`config.mk`:
```
export PLATFORM = sky130hd
export DESIGN_NAME = keypad_code_lock_controller_top
export DESIGN_NICKNAME = d
export VERILOG_FILES = /design/src/kclc_pkg.sv /design/src/kclc_in_reg.sv /design/src/kclc_core.sv /design/src/kclc_out_reg.sv /design/src/keypad_code_lock_controller_top.sv
export SDC_FILE = /design/constraint.sdc
export NUM_CORES = 1
export LEC_CHECK = 0
export BUFFER_PORTS_ARGS = -buffer_cell sky130_fd_sc_hd__buf_2
export CORE_UTILIZATION = 60
export DETAILED_ROUTE_END_ITERATION = 16
export GPL_TIMING_DRIVEN = 0
export HOLD_SLACK_MARGIN = 0.06
export PLACE_DENSITY = 0.86
export SETUP_SLACK_MARGIN = 0.1
export SLEW_MARGIN = 0
export SYNTH_ARGS = -nofsm -noshare
export SYNTH_HDL_FRONTEND = slang
export SYNTH_SLANG_ARGS = --single-unit
```
`constraint.sdc`:
```
create_clock -name clk -period 4.5 [get_ports clk]
set_input_delay 0.225 -clock clk [delete_from_list [all_inputs] [get_ports clk]]
set_output_delay 0.225 -clock clk [all_outputs]
set_load 0.02 [all_outputs]
```
`src/kclc_pkg.sv`:
```
package kclc_pkg;

  localparam int CODE_LEN = 4;
  localparam int CNT_W    = $clog2(CODE_LEN + 1);
  localparam int KEY_W    = 4;
  localparam int CFG_W    = 32;
  localparam int LIMIT_W  = 3;

  localparam logic [KEY_W-1:0] KEY_A    = 4'd10;
  localparam logic [KEY_W-1:0] KEY_B    = 4'd11;
  localparam logic [KEY_W-1:0] KEY_STAR = 4'd14;
  localparam logic [KEY_W-1:0] KEY_HASH = 4'd15;

  localparam logic [CFG_W-1:0]   IDLE_TIMEOUT_RST  = 32'd288600;
  localparam logic [LIMIT_W-1:0] FAILURE_LIMIT_RST = 3'd3;

  typedef enum logic [0:0] {
    CFG_IDLE_TIMEOUT  = 1'b0,
    CFG_FAILURE_LIMIT = 1'b1
  } cfg_idx_t;

  typedef enum logic [1:0] {
    MODE_ENTRY   = 2'd0,
    MODE_ALARM   = 2'd1,
    MODE_MENU    = 2'd2,
    MODE_NEWCODE = 2'd3
  } mode_t;

  typedef enum logic [3:0] {
    EV_NONE      = 4'd0,
    EV_STORED    = 4'd1,
    EV_IGNORED   = 4'd2,
    EV_CORRECT   = 4'd3,
    EV_WRONG     = 4'd4,
    EV_ALARM     = 4'd5,
    EV_CLEARED   = 4'd6,
    EV_USERLOCK  = 4'd7,
    EV_TIMEOUT   = 4'd8,
    EV_CHANGED   = 4'd9,
    EV_BACKSPACE = 4'd10
  } event_t;

  typedef logic [CODE_LEN-1:0][KEY_W-1:0] code_t;

  typedef struct packed {
    logic             tick;
    logic [KEY_W-1:0] key;
  } item_t;

  typedef struct packed {
    event_t event_res;
    logic   alarm_on;
    logic   unlocked;
    mode_t  mode;
  } result_t;

endpackage

```
`src/kclc_in_reg.sv`:
```
module kclc_in_reg (
  input  logic                 clk,
  input  logic                 rst_n,
  input  logic                 in_tvalid,
  output logic                 in_tready,
  input  kclc_pkg::item_t      in_item,
  input  logic                 out_free,
  output logic                 advance,
  output kclc_pkg::item_t      item
);

  logic            valid_r;
  logic            valid_nxt;
  kclc_pkg::item_t item_r;

  assign advance   = valid_r && out_free;
  assign in_tready = !valid_r || advance;
  assign valid_nxt = (in_tvalid && in_tready) || (valid_r && !advance);
  assign item      = item_r;

  always_ff @(posedge clk) begin
    if (!rst_n) begin
      valid_r <= 1'b0;
    end else begin
      valid_r <= valid_nxt;
    end
  end

  always_ff @(posedge clk) begin
    if (in_tvalid && in_tready) begin
      item_r <= in_item;
    end
  end

endmodule

```
`src/kclc_core.sv`:
```
module kclc_core (
  input  logic                         clk,
  input  logic                         rst_n,
  input  logic                         cfg_we,
  input  kclc_pkg::cfg_idx_t           cfg_index,
  input  logic [kclc_pkg::CFG_W-1:0]   cfg_wdata,
  input  logic                         advance,
  input  kclc_pkg::item_t              item,
  output kclc_pkg::result_t            result
);

  logic [kclc_pkg::CFG_W-1:0]   idle_timeout_r;
  logic [kclc_pkg::LIMIT_W-1:0] failure_limit_r;

  kclc_pkg::mode_t              mode_r,        mode_nxt;
  kclc_pkg::code_t              code_r,        code_nxt;
  kclc_pkg::code_t              buf_r,         buf_nxt;
  logic [kclc_pkg::CNT_W-1:0]   count_r,       count_nxt;
  logic [kclc_pkg::LIMIT_W-1:0] fail_r,        fail_nxt;
  logic [kclc_pkg::CFG_W-1:0]   idle_r,        idle_nxt;
  kclc_pkg::event_t             ev;

  logic                         match;
  logic                         full;
  logic [kclc_pkg::CFG_W-1:0]   idle_inc;
  logic [kclc_pkg::LIMIT_W-1:0] fail_inc;

  assign full     = (count_r == kclc_pkg::CNT_W'(kclc_pkg::CODE_LEN));
  assign match    = full && (buf_r == code_r);
  assign idle_inc = (&idle_r) ? idle_r : idle_r + 1'b1;
  assign fail_inc = fail_r + 1'b1;

  always_ff @(posedge clk) begin
    if (!rst_n) begin
      idle_timeout_r  <= kclc_pkg::IDLE_TIMEOUT_RST;
      failure_limit_r <= kclc_pkg::FAILURE_LIMIT_RST;
    end else if (cfg_we) begin
      case (cfg_index)
        kclc_pkg::CFG_IDLE_TIMEOUT:  idle_timeout_r  <= cfg_wdata;
        kclc_pkg::CFG_FAILURE_LIMIT: failure_limit_r <= cfg_wdata[kclc_pkg::LIMIT_W-1:0];
        default: ;
      endcase
    end
  end

  // next state and event for the item in the input register
  always_comb begin
    mode_nxt  = mode_r;
    code_nxt  = code_r;
    buf_nxt   = buf_r;
    count_nxt = count_r;
    fail_nxt  = fail_r;
    idle_nxt  = idle_r;
    ev        = kclc_pkg::EV_NONE;

    if (item.tick) begin
      if (mode_r == kclc_pkg::MODE_MENU) begin
        idle_nxt = idle_inc;
        if (idle_inc > idle_timeout_r) begin
          mode_nxt  = kclc_pkg::MODE_ENTRY;
          count_nxt = '0;
          idle_nxt  = '0;
          ev        = kclc_pkg::EV_TIMEOUT;
        end
      end
    end else begin
      case (mode_r)
        kclc_pkg::MODE_MENU: begin
          idle_nxt = '0;
          if (item.key == kclc_pkg::KEY_A) begin
            mode_nxt  = kclc_pkg::MODE_ENTRY;
            count_nxt = '0;
            ev        = kclc_pkg::EV_USERLOCK;
          end else if (item.key == kclc_pkg::KEY_B) begin
            mode_nxt  = kclc_pkg::MODE_NEWCODE;
            buf_nxt   = '0;
            count_nxt = '0;
          end else begin
            ev = kclc_pkg::EV_IGNORED;
          end
        end
        default: begin
          if (item.key == kclc_pkg::KEY_HASH) begin
            count_nxt = '0;
            case (mode_r)
              kclc_pkg::MODE_ENTRY: begin
                if (match) begin
                  mode_nxt = kclc_pkg::MODE_MENU;
                  fail_nxt = '0;
                  idle_nxt = '0;
                  ev       = kclc_pkg::EV_CORRECT;
                end else if (fail_inc >= failure_limit_r) begin
                  mode_nxt = kclc_pkg::MODE_ALARM;
                  fail_nxt = '0;
                  ev       = kclc_pkg::EV_ALARM;
                end else begin
                  fail_nxt = fail_inc;
                  ev       = kclc_pkg::EV_WRONG;
                end
              end
              kclc_pkg::MODE_ALARM: begin
                if (match) begin
                  mode_nxt = kclc_pkg::MODE_ENTRY;
                  fail_nxt = '0;
                  ev       = kclc_pkg::EV_CLEARED;
                end else begin
                  ev = kclc_pkg::EV_WRONG;
                end
              end
              default: begin
                code_nxt = buf_r;
                mode_nxt = kclc_pkg::MODE_MENU;
                idle_nxt = '0;
                ev       = kclc_pkg::EV_CHANGED;
              end
            endcase
          end else if (item.key == kclc_pkg::KEY_STAR && mode_r != kclc_pkg::MODE_ALARM) begin
            if (count_r != '0) begin
              count_nxt = count_r - 1'b1;
              ev        = kclc_pkg::EV_BACKSPACE;
            end else begin
              ev = kclc_pkg::EV_IGNORED;
            end
          end else if (!full) begin
            for (int i = 0; i < kclc_pkg::CODE_LEN; i++) begin
              if (count_r == kclc_pkg::CNT_W'(i)) begin
                buf_nxt[i] = item.key;
              end
            end
            count_nxt = count_r + 1'b1;
            ev        = kclc_pkg::EV_STORED;
          end else begin
            ev = kclc_pkg::EV_IGNORED;
          end
        end
      endcase
    end
  end

  always_comb begin
    result.mode      = mode_nxt;
    result.unlocked  = (mode_nxt == kclc_pkg::MODE_MENU) || (mode_nxt == kclc_pkg::MODE_NEWCODE);
    result.alarm_on  = (mode_nxt == kclc_pkg::MODE_ALARM);
    result.event_res = ev;
  end

  always_ff @(posedge clk) begin
    if (!rst_n) begin
      mode_r  <= kclc_pkg::MODE_ENTRY;
      buf_r   <= '0;
      count_r <= '0;
      fail_r  <= '0;
      idle_r  <= '0;
      for (int i = 0; i < kclc_pkg::CODE_LEN; i++) begin
        code_r[i] <= kclc_pkg::KEY_W'((i + 1) % 10);
      end
    end else if (advance) begin
      mode_r  <= mode_nxt;
      code_r  <= code_nxt;
      buf_r   <= buf_nxt;
      count_r <= count_nxt;
      fail_r  <= fail_nxt;
      idle_r  <= idle_nxt;
    end
  end

endmodule

```
`src/kclc_out_reg.sv`:
```
module kclc_out_reg (
  input  logic                clk,
  input  logic                rst_n,
  input  logic                advance,
  input  kclc_pkg::result_t   result,
  output logic                out_free,
  output logic                out_tvalid,
  input  logic                out_tready,
  output kclc_pkg::result_t   out_result
);

  logic              valid_r;
  logic              valid_nxt;
  kclc_pkg::result_t result_r;

  assign out_free   = !valid_r || out_tready;
  assign valid_nxt  = advance || (valid_r && !out_tready);
  assign out_tvalid = valid_r;
  assign out_result = result_r;

  always_ff @(posedge clk) begin
    if (!rst_n) begin
      valid_r <= 1'b0;
    end else begin
      valid_r <= valid_nxt;
    end
  end

  always_ff @(posedge clk) begin
    if (advance) begin
      result_r <= result;
    end
  end

endmodule

```
`src/keypad_code_lock_controller_top.sv`:
```
// Keypad code lock: each request is a key press or a time tick and yields exactly one result
// with the mode after it, the lock and alarm flags and an event code. One request is taken
// every clock cycle while the downstream side is not stalled. A result is presented on the
// output after its request has gone through the input register and then one pass of the lock
// state logic into the result register. It can be taken at the following edge. While the
// downstream side is stalled, the result register holds its result and the input register
// takes a request only while it is empty. Configuration (idle timeout, failure limit) must
// only be written while no request is in flight.
module keypad_code_lock_controller_top (
  input  logic        clk,
  input  logic        rst_n,
  input  logic        in_tvalid,
  output logic        in_tready,
  input  logic [7:0]  in_tdata,   // [3:0] key_code, [7:4] zero
  input  logic        in_tuser,   // [0] action (1 = tick)
  output logic        out_tvalid,
  input  logic        out_tready,
  output logic [7:0]  out_tdata,  // [1:0] mode, [2] unlocked, [3] alarm_on, [7:4] event_res
  input  logic        cfg_we,
  input  logic        cfg_index,
  input  logic [31:0] cfg_wdata
);

  kclc_pkg::item_t   in_item;
  kclc_pkg::item_t   item;
  kclc_pkg::result_t result;
  kclc_pkg::result_t out_result;
  kclc_pkg::cfg_idx_t cfg_idx;
  logic              advance;
  logic              out_free;

  assign in_item.tick = in_tuser;
  assign in_item.key  = in_tdata[kclc_pkg::KEY_W-1:0];
  assign cfg_idx      = kclc_pkg::cfg_idx_t'(cfg_index);
  assign out_tdata    = out_result;

  kclc_in_reg u_in_reg (
    .clk       (clk),
    .rst_n     (rst_n),
    .in_tvalid (in_tvalid),
    .in_tready (in_tready),
    .in_item   (in_item),
    .out_free  (out_free),
    .advance   (advance),
    .item      (item)
  );

  kclc_core u_core (
    .clk       (clk),
    .rst_n     (rst_n),
    .cfg_we    (cfg_we),
    .cfg_index (cfg_idx),
    .cfg_wdata (cfg_wdata),
    .advance   (advance),
    .item      (item),
    .result    (result)
  );

  kclc_out_reg u_out_reg (
    .clk        (clk),
    .rst_n      (rst_n),
    .advance    (advance),
    .result     (result),
    .out_free   (out_free),
    .out_tvalid (out_tvalid),
    .out_tready (out_tready),
    .out_result (out_result)
  );

endmodule
```
Word level (Yosys, flattened, before mapping)
Cells that the tools add are included.

Add/subtract/negate cells: 4. Order comparisons: 2. Eq/ne operators: 28. Muxes and demuxes: 57. Bitwise gates (word level): 4. Reduce and logical (&&, ||, !) cells: 36.

Operators with widths (count): 32-bit two-way mux (7); 16-bit two-way mux (6); 32-bit case mux with 2 select lines (1); 4-bit two-way mux (13); 3-bit two-way mux (13); 32-bit by 1-bit adder with 32-bit output, second input constant (1); 32-bit > comparator (1); 32-bit AND reduction (1); 8-bit AND reduction (4); 2-bit two-way mux (13); 16-bit equality test (1); 4-bit equality test, second input constant (4); 2-bit by 1-bit inequality test with 1-bit output, second input constant (7); 6-bit AND reduction (2); 2-bit nonzero test (6); 5-bit AND reduction (2); 4-bit inequality test, second input constant (2); 4-bit case mux with 2 select lines (1); 3-bit by 1-bit adder with 3-bit output, second input constant (2); 2-bit equality test, second input constant (3); 3-bit by 2-bit equality test with 1-bit output, second input constant (2); 1-bit logical AND (6); 2-bit inequality test, second input constant (3); 3-bit case mux with 2 select lines (1); other kinds (17) (29).

Register bits after elaboration: 122. Input port bits: 47. Output and inout port bits: 10. Word-level logic and storage cells: 153.

Longest topological paths before layout
Gate-level depths: netlist of the first run.

Word-level depth: 10. Mapped depth: 18. Mapped depth without buffers: 15.

Modules after synthesis
From an unflattened synthesis of the first run, not the netlist that was laid out.

Cells, all modules: 785. Area, all modules: 6636.4 um^2.

By module, submodules not included: kclc_core (instances 1, cells an instance 762, area an instance 6132.1 um^2, seq. area each 2142.1 um^2); kclc_out_reg (instances 1, cells an instance 12, area an instance 289.0 um^2, seq. area each 260.2 um^2); kclc_in_reg (instances 1, cells an instance 11, area an instance 215.2 um^2, seq. area each 170.2 um^2).

Worst setup path after synthesis of the first run
OpenSTA, ideal clock, no wires.

Path kind: register to register. Start: register u_core.idle_r[0] in the netlist's numbering. End: register u_out_reg.result_r, in the netlist u_out_reg.out_result[1], data pin. Setup time: 259 ps. Arrival time: 3654 ps. Required time: 4241 ps. Path slack: 587 ps. Cell stages (with the launch flop): 17. Path buffers: 1. Clock period less this slack: 3913 ps. Cell sequence: dfxtp_1 > ha_1 > and4_1 > and4bb_4 > and2_4 > or3_1 > buf_2 > or2_1 > xnor2_1 > ha_1 > nand4_1 > nor4_1 > nor2b_1 > o31a_4 > nor2_1 > o311a_1 > o21bai_1.

RTL lines: from (decl) (line kclc_core.sv:20) `logic [kclc_pkg::CFG_W-1:0] idle_r, idle_nxt;`; from (signal assigned) (line kclc_core.sv:163) `idle_r <= idle_nxt;`; to (signal assigned) (line kclc_out_reg.sv:31) `result_r <= result;`; to (decl) (line kclc_out_reg.sv:14) `kclc_pkg::result_t result_r;`.

Worst setup path in the final report of the first run
Start: register u_core.idle_r[0] in the netlist's numbering. End: register u_core.idle_r[18] in the netlist's numbering.

Longest elaborated chain between the ends: 6. Elaborated cells between the ends (all ways): 7. Classes of those cells: add/sub (1); order compare (1); mux (4); reduce/logical (1).

RTL lines: 32-bit by 1-bit adder with 32-bit output / 32-bit AND reduction (equally long branches) (line kclc_core.sv:30) `assign idle_inc = (&idle_r) ? idle_r : idle_r + 1'b1;`; 32-bit two-way mux (*) (line kclc_core.sv:30); 32-bit > comparator (line kclc_core.sv:59) `if (idle_inc > idle_timeout_r) begin`; 32-bit two-way mux (*) (line kclc_core.sv:59); 32-bit two-way mux (*) (line kclc_core.sv:57) `if (mode_r == kclc_pkg::MODE_MENU) begin`; 32-bit two-way mux (*) (line kclc_core.sv:56) `if (item.tick) begin`.

Every way passes the cells marked *; elsewhere a longest branch is shown, timed or not. The select of a mux whose other input is x is not followed. A chain may end at the register's enable or synchronous reset.

==> results of run 1 <==
-- final cells by class --
cell class | instances | share of cell area, %
clock inverters | 14 | 1.172
plain buffers | 40 | 2.359
well taps | 140 | 2.104
inverters | 44 | 1.983
repair buffers | 99 | 8.625
flip-flops and latches | 122 | 30.98
multi-input cells | 620 | 47.50
clock buffers | 18 | 5.274
-- flip-flops by register name (all words and copies together) (netlist names) --
signal                  flops
u_core.fail_r               3
u_core.mode_r               2
u_out_reg.out_result        8
u_out_reg.out_tvalid        1
u_in_reg.item               5
u_core.code_r              16
u_core.failure_limit_r      3
u_core.idle_r              32
u_in_reg.valid_r            1
u_core.buf_r               16
u_core.idle_timeout_r      32
u_core.count_r              3
-- metrics by stage --
stage	area, sq um	power [mW]	hold slack (ns)
floorplan	6805	1.260	0.3239
global placement	7241	1.316	0.4019
detailed placement	7241	1.321	0.4055
CTS	8159	2.577	0.06218
global route	8327	2.669	0.08495
finish	8327	2.585	0.07230
-- cell usage after synthesis, drive strengths merged (3+ instances only) --
cell type	n
nand2	147
dfxtp	109
a21oi	73
nor2	61
nand3	46
inv	44
ha	43
xnor2	39
clkbuf	26
nand4	23
mux2i	22
o21ai	17
and3	14
buf	14
edfxtp	13
a21o	11
and2	11
nor2b	11
o211ai	11
a22o	9
nor3	9
nand2b	7
nand3b	7
xor2	7
a221o	6
and4	6
nor4	5
or2	4
a22oi	3
o21bai	3
-- logic make-up (layout without fill, tap and decap cells) --
kind of cell	after synthesis	count (layout)	share of synthesized area, %
compound gates	148	148	13.77
xor+xnor	46	46	5.920
fa+ha+maj	43	43	7.906
buf+inv	84	215	5.056
flops	122	122	37.80
mux	24	24	3.567
simple gates	359	359	25.98
-- where the power goes --
part | switching (mW) | internal (mW)
clock | 0.534 | 0.716
sequential | 0.0146 | 1.12
combinational | 0.116 | 0.0805
total | 0.665 | 1.92
-- per-layer routing --
metal	wire [um]	vias up	global-route usage, %	part of all wire, %
met5	0	-	0	0
met4	465	0	16.02	2.6
met3	1225	43	7.655	6.9
met2	8251	279	50.32	46
met1	7854	2943	39.70	44
li1	-	3107	-	-
-- repair_timing --
action                                 4_1_cts  5_1_grt
hold buffers                                36        0
cloned                                       0        2
pin swaps                                    3        9
endpoints found under the hold margin       36        0
gates resized for setup                      1       27
buffers inserted                             2        7
setup endpoints to repair                   23       36
-- layout by cell type, fill, tap and decap left out, types with 6 or more instances in the layout --
cell type / Yosys / routed
nand3_1: 46 / 46
a21o_1: 11 / 11
nand2b_1: 7 / 7
mux2i_1: 22 / 22
nand3b_1: 7 / 7
nand2_1: 147 / 147
o21ai_0: 11 / 11
xnor2_1: 39 / 39
dlygate4sd3_1: 0 / 36
buf_2: 8 / 58
dfxtp_1: 109 / 105
a22o_1: 9 / 9
clkbuf_1: 26 / 24
and2_1: 9 / 9
edfxtp_1: 13 / 13
clkbuf_16: 0 / 18
nor2_1: 61 / 59
buf_4: 1 / 11
and3_1: 14 / 14
nand4_1: 22 / 22
inv_1: 44 / 44
xor2_1: 7 / 7
o211ai_1: 11 / 11
o21ai_1: 6 / 6
ha_1: 43 / 42
a21oi_1: 72 / 71
nor3_1: 8 / 7
nor2b_1: 11 / 11
a221o_1: 6 / 6
-- worst reg2reg max path, stage by stage, from the launching register on --
cell and delay (ns):
dfxtp_4 0.37, ha_4 0.17, and4_1 0.20, and4bb_4 0.23
and2_4 0.18, or3_4 0.38, buf_6 0.14, or2_4 0.24
xnor2_1 0.13, ha_1 0.32, nand4_1 0.24, nor4_4 0.32
a22oi_2 0.17, nor4_4 0.50, buf_6 0.21, buf_4 0.12
a21o_1 0.12, a22o_1 0.14
-- how the worst min path moves through the flow --
stage / start / to / slack, ns
after floorplan: in_tdata[0] / u_in_reg.item[0] / 0.32
after global placement: in_tuser / u_in_reg.item[4] / 0.40
after detailed placement: in_tdata[1] / u_in_reg.item[1] / 0.41
after CTS: cfg_wdata[0] / u_core.idle_timeout_r[0] / 0.06
after global routing: cfg_wdata[0] / u_core.idle_timeout_r[0] / 0.08
final: cfg_wdata[30] / u_core.idle_timeout_r[30] / 0.07
==> metrics.md, run 1 <==
| Metric | Value |
|---|---|
| Clock Root Buffer | `clkbuf_16` |
| Detailed-router iteration count before antenna repair | `5` |
| RSZ-0062 raised after global routing | `false` |
| Post-layout util | `76.14%` |
| Sequential cell area | `2580 sq um` |
| Layout cells sized above 1 | `14.42%` |
| Fmax achieved | `236.4 MHz` |
| Vias | `6,372` |
| Crit path DAT | `4.61 ns` |
| Final Non-Filler Cells | `1,097` |
| Final count of pins violating max slew | `0` |
| Gr ovfl total | `0` |
| CTS sink cnt | `122` |
| Final net count | `1,034` |
| Crit path max-delay family | `simple AND/OR/NAND/NOR gates` |
| CTS clk-pin slew, worst paths | `0.06 ns` |
| Inserted Clock Buffers | `17` |
| Top FF cell, synth | `dfxtp_1` |
| Worst reg2reg path depth | `17` |
| Top cells by area, synth | `dfxtp_1 (32%), nand2_1 (8.1%), ha_1 (7.9%)` |
| DRT iter0 DRCs | `569` |
| Area growth, synth to finish | `22.36%` |
| Placed cell count | `1,018` |
| Clock Path Buffers | `2` |
| Critical path type | `flip-flop to flip-flop` |
| Required time of the critical path | `4.88 ns` |
| Initial antenna violation count | `0` |
| Htree depth | `4` |
| Stages on the worst setup path | `17` |
| Worst setup startpoint | `u_core.idle_r[0]` |
| CTS tree | `built` |
| Final min period | `4.230 ns` |
| Least-Margin Pin Slew | `0.6547 ns` |
| Max rail drop VDD | `0.3355 mV` |
| Count of cell types in the netlist | `61` |
| I/O pin cnt | `57` |
| Register area share after synthesis | `37.80%` |
| Register-to-Register Setup Slack | `0.27 ns` |
| Die span in y | `108.5 um` |
| Clock Skew | `0.01035 ns` |
| Post-Route WL | `17.80 mm` |
| Vias in the first global route | `6,075` |
| Worst path bufs/invs | `3` |
| Max-cap violations | `0` |
| Post-synth top area share | `32.06%` |
| Slew HR | `56.35%` |
| Via density | `5.809` |
| Leak pwr | `3.567 nW` |
| Core Region | `10,940 sq um` |
| Startpoint types | `flip-flop` |
| Final setup viols | `0` |
| Cell with the largest stage delay on the worst path | `nor4_4` |
| CP cell instances | `ha_4 -> and4_1 -> and4bb_4 -> and2_4 -> or3_4 -> buf_6 -> or2_4 -> xnor2_1 -> ha_1 -> nand4_1 -> nor4_4 -> a22oi_2 -> nor4_4 -> buf_6 -> buf_4 -> a21o_1 -> a22o_1` |
| Die Wd | `108.5 um` |
| Initial Util | `62.23%` |
| DRC | `0` |
| Area occupied by multi-input gates | `3955 sq um` |
| Final HPWL DP | `11.65 mm` |
| Port buffer count | `52` |
| Post-synth EDFFs | `13` |
| Critical path endpoint category | `flip-flop` |
| ANT nets after route | `0` |
| Largest net degree at the start of global routing | `17` |
| Power density cells | `310.4 nW/um^2` |
| Die Area | `11,770 sq um` |
| Post-Place Worst Slack | `-0.04269 ns` |
| FF+latch count, synth | `122` |
| Final period util | `94.01%` |
| Setup TNS | `0 ns` |
| Filler Cell Count | `777` |
| Total GRT Usage | `31.59%` |
| Hold Violations, Final | `0` |
| Worst Setup EP | `u_core.idle_r[18]` |
| RR Endpoint | `u_core.idle_r[18]` |
| Ant. Diodes | `0` |
| Largest area contributor in the netlist | `dfxtp_1` |
| Post-synth ARST share | `0%` |
| Hold path depth | `3` |
| Worst-path fanout max | `6` |
| Yosys warning count | `0` |
| Syn avg cell area | `8.239 sq um` |
| Skew-Pair Late Insertion Delay | `0.44 ns` |
| Setup ws final | `0.2696 ns` |
| Row count | `38` |
| Worst r2r src | `u_core.idle_r[0]` |
| Hold Crit Class | `primary input to flip-flop` |
| Cell area after synthesis | `6805 sq um` |
| Cells after Synth | `826` |
| First-pass GRT wire length | `28.32 mm` |
| Routed len/inst | `16.22 um` |
| GPL Wtd Cong | `0.8951` |
| Post-Syn Nets | `916` |
| Outcome | `complete, no violations` |
| Max incr delay on CP | `0.50 ns` |
Power figures use the tool's default switching activity.
==> inputs of run 2 (changes only) <==
==> constraint.sdc (replaced) <==
create_clock -name clk -period 4.02 [get_ports clk]
set_input_delay 0.201 -clock clk [delete_from_list [all_inputs] [get_ports clk]]
set_output_delay 0.201 -clock clk [all_outputs]
set_load 0.02 [all_outputs]
==> run 2 against run 1 <==
Against the previous run: the flow now finishes with violations (negative setup slack); non-clock buffer count grew 44; sequential power grew 12%; clock skew grew 0.0028 ns; routed wire length grew 23%.
==> metrics.md, run 2 (synthesis results as in run 1) <==
| Metric | Value |
|---|---|
| Vias in the first global route | `6,252 (was 6,075)` |
| Final setup viols | `36 (was 0)` |
| CTS tree | `built (unchanged)` |
| Failing checks | `negative setup slack` |
| Clock Skew | `0.01319 ns (was 0.01035 ns)` |
| Critical path type | `flip-flop to flip-flop (unchanged)` |
| Die Area | `11,770 sq um (unchanged)` |
| DRC | `0 (unchanged)` |
| Port buffer count | `52 (unchanged)` |
| GPL Wtd Cong | `0.8951 (unchanged)` |
| Hold Crit Class | `primary input to flip-flop (unchanged)` |
| I/O pin cnt | `57 (unchanged)` |
| Critical path endpoint category | `flip-flop (unchanged)` |
| Die span in y | `108.5 um (unchanged)` |
| Die Wd | `108.5 um (unchanged)` |
| First-pass GRT wire length | `29.48 mm (was 28.32 mm)` |
| Total GRT Usage | `32.85% (was 31.59%)` |
| Ant. Diodes | `0 (unchanged)` |
| Max rail drop VDD | `0.3727 mV (was 0.3355 mV)` |
| Cell with the largest stage delay on the worst path | `dfxtp_2 (was nor4_4)` |
| RSZ-0062 raised after global routing | `true (was false)` |
| Gr ovfl total | `0 (unchanged)` |
| Setup ws final | `-0.3166 ns (was 0.2696 ns)` |
| Inserted Clock Buffers | `17 (unchanged)` |
| Setup TNS | `-6.529 ns (was 0 ns)` |
| Most used cell, CP | `buf_4` |
| Clock Path Buffers | `2 (unchanged)` |
| WHS | `0.09228 ns (was 0.07230 ns)` |
| Final HPWL DP | `11.65 mm (unchanged)` |
| Worst-path fanout max | `5 (was 6)` |
| Final min period | `4.337 ns (was 4.230 ns)` |
| Post-layout util | `82.65% (was 76.14%)` |
| CP cell instances | `buf_6 -> and4_4 -> buf_4 -> and4bb_4 -> and3b_1 -> buf_6 -> buf_4 -> nand3_1 -> xnor2_1 -> ha_1 -> nand4_1 -> buf_4 -> nor4_4 -> buf_4 -> a22oi_2 -> buf_6 -> nor4_4 -> buf_4 -> buf_8 -> buf_6 -> buf_8 -> nand3b_1 -> nand3_1 (was ha_4 -> and4_1 -> and4bb_4 -> and2_4 -> or3_4 -> buf_6 -> or2_4 -> xnor2_1 -> ha_1 -> nand4_1 -> nor4_4 -> a22oi_2 -> nor4_4 -> buf_6 -> buf_4 -> a21o_1 -> a22o_1)` |
| ANT nets after route | `0 (unchanged)` |
| CTS clk-pin slew, worst paths | `0.06 ns (about the same)` |
| Filler Cell Count | `619 (was 777)` |
| Routed len/inst | `19.17 um (was 16.22 um)` |
| DRT iter0 DRCs | `826 (was 569)` |
| Most common cell after layout, fill and taps aside | `nand2_1 (unchanged)` |
| Required time of the critical path | `4.40 ns (was 4.88 ns)` |
| Row count | `38 (unchanged)` |
| Fmax achieved | `230.6 MHz (was 236.4 MHz)` |
| Power density cells | `325.6 nW/um^2 (was 310.4 nW/um^2)` |
| Initial Util | `62.23% (unchanged)` |
| Skew-Pair Late Insertion Delay | `0.45 ns (was 0.44 ns)` |
| Placed cell count | `1,018 (unchanged)` |
| Design area | `9039 sq um (was 8327 sq um)` |
| Clock Root Buffer | `clkbuf_16 (unchanged)` |
| Layout cells sized above 1 | `22.88% (was 14.42%)` |
| Max-cap violations | `0 (unchanged)` |
| Final count of pins violating max slew | `0 (unchanged)` |
| Vias | `7,109 (was 6,372)` |
| CTS sink cnt | `122 (unchanged)` |
| Final period util | `107.9% (was 94.01%)` |
| Hold Violations, Final | `0 (unchanged)` |
| Detailed-router iteration count before antenna repair | `6 (was 5)` |
| Area growth, synth to finish | `32.82% (was 22.36%)` |
| Least-Margin Pin Slew | `0.7290 ns (was 0.6547 ns)` |
| Crit path max-delay family | `simple AND/OR/NAND/NOR gates (unchanged)` |
| Cell Area, Placed | `7241 sq um (unchanged)` |
| Post-Route WL | `21.87 mm (was 17.80 mm)` |
| Most frequent cells in the layout | `nand2_1 (139), dfxtp_1 (92), a21oi_1 (68), nor2_1 (56), buf_2 (53) (was nand2_1 (147), dfxtp_1 (105), a21oi_1 (71), nor2_1 (59), buf_2 (58))` |
| Startpoint types | `flip-flop (unchanged)` |
| Slew HR | `51.40% (was 56.35%)` |
| Max incr delay on CP | `0.33 ns (was 0.50 ns)` |
| Htree depth | `4 (unchanged)` |
| Worst path bufs/invs | `11 (was 3)` |
| Initial antenna violation count | `0 (unchanged)` |
| Top flop regs | `u_core.idle_r (32), u_core.idle_timeout_r (32) (unchanged)` |
| Via density | `6.230 (was 5.809)` |
| Crit path DAT | `4.71 ns (was 4.61 ns)` |
| Final net count | `1,078 (was 1,034)` |
| Core Region | `10,940 sq um (unchanged)` |
| Outcome | `finished, violations left (was complete, no violations)` |
| Largest net degree at the start of global routing | `17 (unchanged)` |
| Post-Place Worst Slack | `-0.5227 ns (was -0.04269 ns)` |
| Final Non-Filler Cells | `1,141 (was 1,097)` |
| Power, Total | `2.943 mW (was 2.585 mW)` |
| Leak pwr | `3.942 nW (was 3.567 nW)` |
[run 2: cell count changes in the layout (fill, tap and decap cells not counted), moves of 7 or more]
cell	previous run	this run
buf_4	11	40
buf_6	2	15
dfxtp_1	105	92
dfxtp_2	3	15
nand2_1	147	139
nand3_1	46	39
[run 2: final timing paths]
kind	from	end	slack [ns]	depth (start not counted)
worst max-delay path	u_core.idle_r[3]	u_core.idle_r[16]	-0.32	23
worst min-delay path	cfg_we	u_core.failure_limit_r[2]	0.09	3
worst max register to register	u_core.idle_r[3]	u_core.idle_r[16]	-0.32	23
worst min register to register	u_core.idle_timeout_r[27]	u_core.idle_timeout_r[27]	0.45	2
[run 2: worst min-delay path: stages]
cell	delay, ns
buf_2	0.13
nand3_1	0.08
a21oi_1	0.06
[run 2: repair_timing]
action / 4_1_cts / 5_1_grt
setup endpoints to repair: 40 / 39
endpoints found under the hold margin: 40 / 0
gates cloned: 0 / 4
gates resized for setup: 41 / 80
pin swaps: 26 / 38
setup buffers: 18 / 33
hold buffers: 38 / 0
[run 2: where the power goes]
group	switching [mW]	internal, mW
combinational	0.149	0.105
clock	0.611	0.801
sequential	0.0186	1.26
total	0.779	2.16
[run 2: layout make-up]
class / instances / area [sq um] / area share (%)
inverter: 44 / 165.2 / 1.827
tap: 140 / 175.2 / 1.938
clock buffer: 18 / 439.2 / 4.859
sequential: 122 / 2599 / 28.75
clock inverter: 14 / 97.59 / 1.080
multi-input combinational: 620 / 4177 / 46.21
buffer: 40 / 245.2 / 2.713
timing repair buffer: 143 / 1141 / 12.62
[run 2: routing by layer]
layer	vias to the layer above	part of all wire, %	global-route usage [%]
met4	0	6.0	15.93
met2	448	46	53.93
met3	124	8.9	8.379
met5	-	0	0
met1	3345	39	39.96
li1	3192	-	-
==> inputs of run 3 (changes only) <==
--- a/config.mk
+++ b/config.mk
@@ -5,12 +5,12 @@
 export SDC_FILE = /design/constraint.sdc
 export NUM_CORES = 1
 export LEC_CHECK = 0
-export BUFFER_PORTS_ARGS = -buffer_cell sky130_fd_sc_hd__buf_2
 export CORE_UTILIZATION = 60
 export DETAILED_ROUTE_END_ITERATION = 16
+export DONT_BUFFER_PORTS = 1
 export GPL_TIMING_DRIVEN = 0
 export HOLD_SLACK_MARGIN = 0.06
-export PLACE_DENSITY = 0.86
+export PLACE_DENSITY = 0.82
 export SETUP_SLACK_MARGIN = 0.1
 export SLEW_MARGIN = 0
 export SYNTH_ARGS = -nofsm -noshare
==> run 3 against run 2 <==
Against the previous run: the flow still finishes with violations (negative setup slack); critical path depth shrank 1; via count shrank 3.9%; sequential cell count is the same; die area is the same; core utilization shrank 2.6 points; sequential share of layout area grew 0.83 points; clock power grew 14%; combinational power shrank 13%; worst setup slack gained 0.10 ns; final area shrank 3.2%.
==> metrics.md, run 3 (synthesis results as in run 1) <==
| Metric | Value |
|---|---|
| Max incr delay on CP | `0.35 ns (was 0.33 ns)` |
| Most common cell after layout, fill and taps aside | `nand2_1 (unchanged)` |
| Clock Skew | `0.008928 ns (was 0.01319 ns)` |
| Skew-Pair Late Insertion Delay | `0.43 ns (was 0.45 ns)` |
| Max rail drop VDD | `0.3189 mV (was 0.3727 mV)` |
| Failing checks | `negative setup slack (unchanged)` |
| Power, Total | `3.114 mW (was 2.943 mW)` |
| Area growth, synth to finish | `28.61% (was 32.82%)` |
| Hold Crit Class | `primary input to flip-flop (unchanged)` |
| Required time of the critical path | `4.34 ns (was 4.40 ns)` |
| Most frequent cells in the layout | `nand2_1 (143), dfxtp_1 (100), a21oi_1 (65), nor2_1 (58) (was nand2_1 (139), dfxtp_1 (92), a21oi_1 (68), nor2_1 (56), buf_2 (53))` |
| Met1 usage | `39.76% (was 39.96%)` |
| Register-to-Register Setup Slack | `-0.21 ns (was -0.32 ns)` |
| Crit path max-delay family | `simple AND/OR/NAND/NOR gates (unchanged)` |
| Worst-path fanout max | `6 (was 5)` |
| Port buffer count | `0 (was 52)` |
| I/O pin cnt | `57 (unchanged)` |
| CP cell instances | `buf_6 -> nand4_1 -> buf_4 -> nor2_4 -> nand4_1 -> buf_4 -> nor4b_4 -> buf_6 -> nand2_4 -> xnor2_1 -> ha_1 -> nand4_1 -> buf_4 -> nor4_4 -> nor2b_4 -> o31a_4 -> nor4_4 -> buf_6 -> buf_12 -> buf_12 -> a21o_1 -> a22o_1 (was buf_6 -> and4_4 -> buf_4 -> and4bb_4 -> and3b_1 -> buf_6 -> buf_4 -> nand3_1 -> xnor2_1 -> ha_1 -> nand4_1 -> buf_4 -> nor4_4 -> buf_4 -> a22oi_2 -> buf_6 -> nor4_4 -> buf_4 -> buf_8 -> buf_6 -> buf_8 -> nand3b_1 -> nand3_1)` |
| Initial Util | `62.23% (unchanged)` |
| Area occupied by multi-input gates | `4129 sq um (was 4177 sq um)` |
| Final HPWL DP | `12.34 mm (was 11.65 mm)` |
| CTS tree | `built (unchanged)` |
| Min-delay src | `cfg_we (unchanged)` |
| Final period util | `105.3% (was 107.9%)` |
| Vias | `6,833 (was 7,109)` |
| Max-cap violations | `0 (unchanged)` |
| Clock Path Buffers | `2 (unchanged)` |
| DRC | `0 (unchanged)` |
| Fmax achieved | `236.1 MHz (was 230.6 MHz)` |
| RR Endpoint | `u_core.idle_r[26] (was u_core.idle_r[16])` |
| RSZ-0062 raised after global routing | `true (unchanged)` |
| Sequential cell area | `2589 sq um (was 2599 sq um)` |
| Hold Violations, Final | `0 (unchanged)` |
| Initial antenna violation count | `0 (unchanged)` |
| CTS sink cnt | `122 (unchanged)` |
| Slew HR | `49.64% (was 51.40%)` |
| Die Wd | `108.5 um (unchanged)` |
| Inserted Clock Buffers | `17 (unchanged)` |
| Die Area | `11,770 sq um (unchanged)` |
| GR Layer Usage met2 | `56.51% (was 53.93%)` |
| Worst reg2reg path depth | `22 (was 23)` |
| Setup ws final | `-0.2149 ns (was -0.3166 ns)` |
| Final net count | `1,022 (was 1,078)` |
| Critical path type | `flip-flop to flip-flop (unchanged)` |
| Post-Route WL | `20.65 mm (was 21.87 mm)` |
| Row count | `38 (unchanged)` |
| Core Region | `10,940 sq um (unchanged)` |
| ANT nets after route | `0 (unchanged)` |
| CTS clk-pin slew, worst paths | `0.06 ns (about the same)` |
| Layout cells sized above 1 | `16.51% (was 22.88%)` |
| Hold path depth | `3 (unchanged)` |
| Gr ovfl total | `0 (unchanged)` |
| Power density cells | `355.8 nW/um^2 (was 325.6 nW/um^2)` |
| Total GRT Usage | `33.90% (was 32.85%)` |
| First-pass GRT wire length | `30.57 mm (was 29.48 mm)` |
| Clock Root Buffer | `clkbuf_16 (unchanged)` |
| Outcome | `finished, violations left (unchanged)` |
| Leak pwr | `3.705 nW (was 3.942 nW)` |
| Top flop regs | `u_core.idle_r (32), u_core.idle_timeout_r (32) (unchanged)` |
| Design area | `8752 sq um (was 9039 sq um)` |
| Ant. Diodes | `0 (unchanged)` |
| Hold endpoint | `u_core.idle_timeout_r[19] (was u_core.failure_limit_r[2])` |
| GR met3 Demand/Resource | `8.861% (was 8.379%)` |
| Final count of pins violating max slew | `0 (unchanged)` |
| Critical path endpoint category | `flip-flop (unchanged)` |
| Htree depth | `4 (unchanged)` |
| Startpoint types | `flip-flop (unchanged)` |
| Vias in the first global route | `6,536 (was 6,252)` |
| Worst path bufs/invs | `8 (was 11)` |
| Filler Cell Count | `631 (was 619)` |
| GPL Wtd Cong | `0.9417 (was 0.8951)` |
| DRT iter0 DRCs | `672 (was 826)` |
| Least-Margin Pin Slew | `0.7554 ns (was 0.7290 ns)` |
| Largest net degree at the start of global routing | `17 (unchanged)` |
| Crit path DAT | `4.56 ns (was 4.71 ns)` |
| Cell with the largest stage delay on the worst path | `ha_1 (was dfxtp_2)` |
| Final min period | `4.235 ns (was 4.337 ns)` |
| Worst r2r src | `u_core.idle_r[8] (was u_core.idle_r[3])` |
| Die span in y | `108.5 um (unchanged)` |
| GRT busiest layer | `met2 (unchanged)` |
| Cell Area, Placed | `6980 sq um (was 7241 sq um)` |
| Routed len/inst | `19.03 um (was 19.17 um)` |
| Via density | `6.298 (was 6.230)` |
| Detailed-router iteration count before antenna repair | `7 (was 6)` |
| Final setup viols | `32 (was 36)` |
run 3: changes by cell type in the layout (fill, tap and decap cells not counted), sizes merged:
cell / delta
clkinv: -5
clkinvlp: -2
clkbuf: -1
dlygate4sd3: +6
buf: -58
bufinv: +1
inv: +3
run 3: worst max-delay path by stage:
stage	from	end	slack, ns	depth (start not counted)
6_report	u_core.idle_r[8]	u_core.idle_r[26]	-0.21	22
5_1_grt	u_core.idle_r[14]	u_core.idle_r[13]	-0.32	19
4_1_cts	u_core.idle_r[1]	u_out_reg.out_result[1]	-0.06	18
3_5_place_dp	u_core.idle_r[0]	u_core.idle_r[27]	-0.65	16
3_3_place_gp	u_core.idle_r[0]	u_core.idle_r[27]	-0.48	16
2_1_floorplan	u_core.idle_r[0]	u_out_reg.out_result[1]	0.11	16
run 3: timing repair:
| action | CTS | global route |
|---|---|---|
| gates cloned | 1 | 0 |
| resized for setup | 48 | 48 |
| setup endpoints to repair | 40 | 40 |
| hold buffers | 44 | 0 |
| buffers inserted | 24 | 19 |
| pin swaps | 37 | 26 |
| hold endpoints to repair | 42 | 0 |
run 3: cell type report:
cell class                      count  share of cell area [%]
Buffer                             40                   2.745
Clock buffer                       21                   5.747
Clock inverter                     11                   1.372
Inverter                           44                   1.887
Multi-Input combinational cell    620                   47.18
Sequential cell                   122                   29.58
Tap cell                          140                   2.001
Timing Repair Buffer               87                   9.493
run 3: per-stage QoR:
stage	setup TNS (ns)	cells	setup slack (ns)	util, %	hold slack, ns
global route	-8.189	1085	-0.3163	80.03	0.1388
global placement	-12.07	966	-0.4801	63.83	0.2999
finish	-4.373	1085	-0.2149	80.03	0.1327
CTS	-0.5821	1067	-0.05776	77.41	0.1091
floorplan	0	826	0.1071	-	0.2999
detailed placement	-17.28	966	-0.6531	63.83	0.2999
run 3: tightest hold or removal path: cells and delay by family:
family	cells	cell delay, ns
AOI/OAI and AO/OA	1	0.05
and+or+nand+nor	2	0.26
run 3: power breakdown:
part,leakage [nW],total (mW),switching (mW),internal [mW]
combinational,2.39,0.220,0.130,0.0905
clock,0.302,1.61,0.638,0.977
sequential,1.01,1.28,0.0217,1.26
run 3: layer usage:
layer	routed length (um)	part of all wire [%]
met2	10020	49
met4	891	4.3
met3	1609	7.8
met1	8127	39
met5	0	0
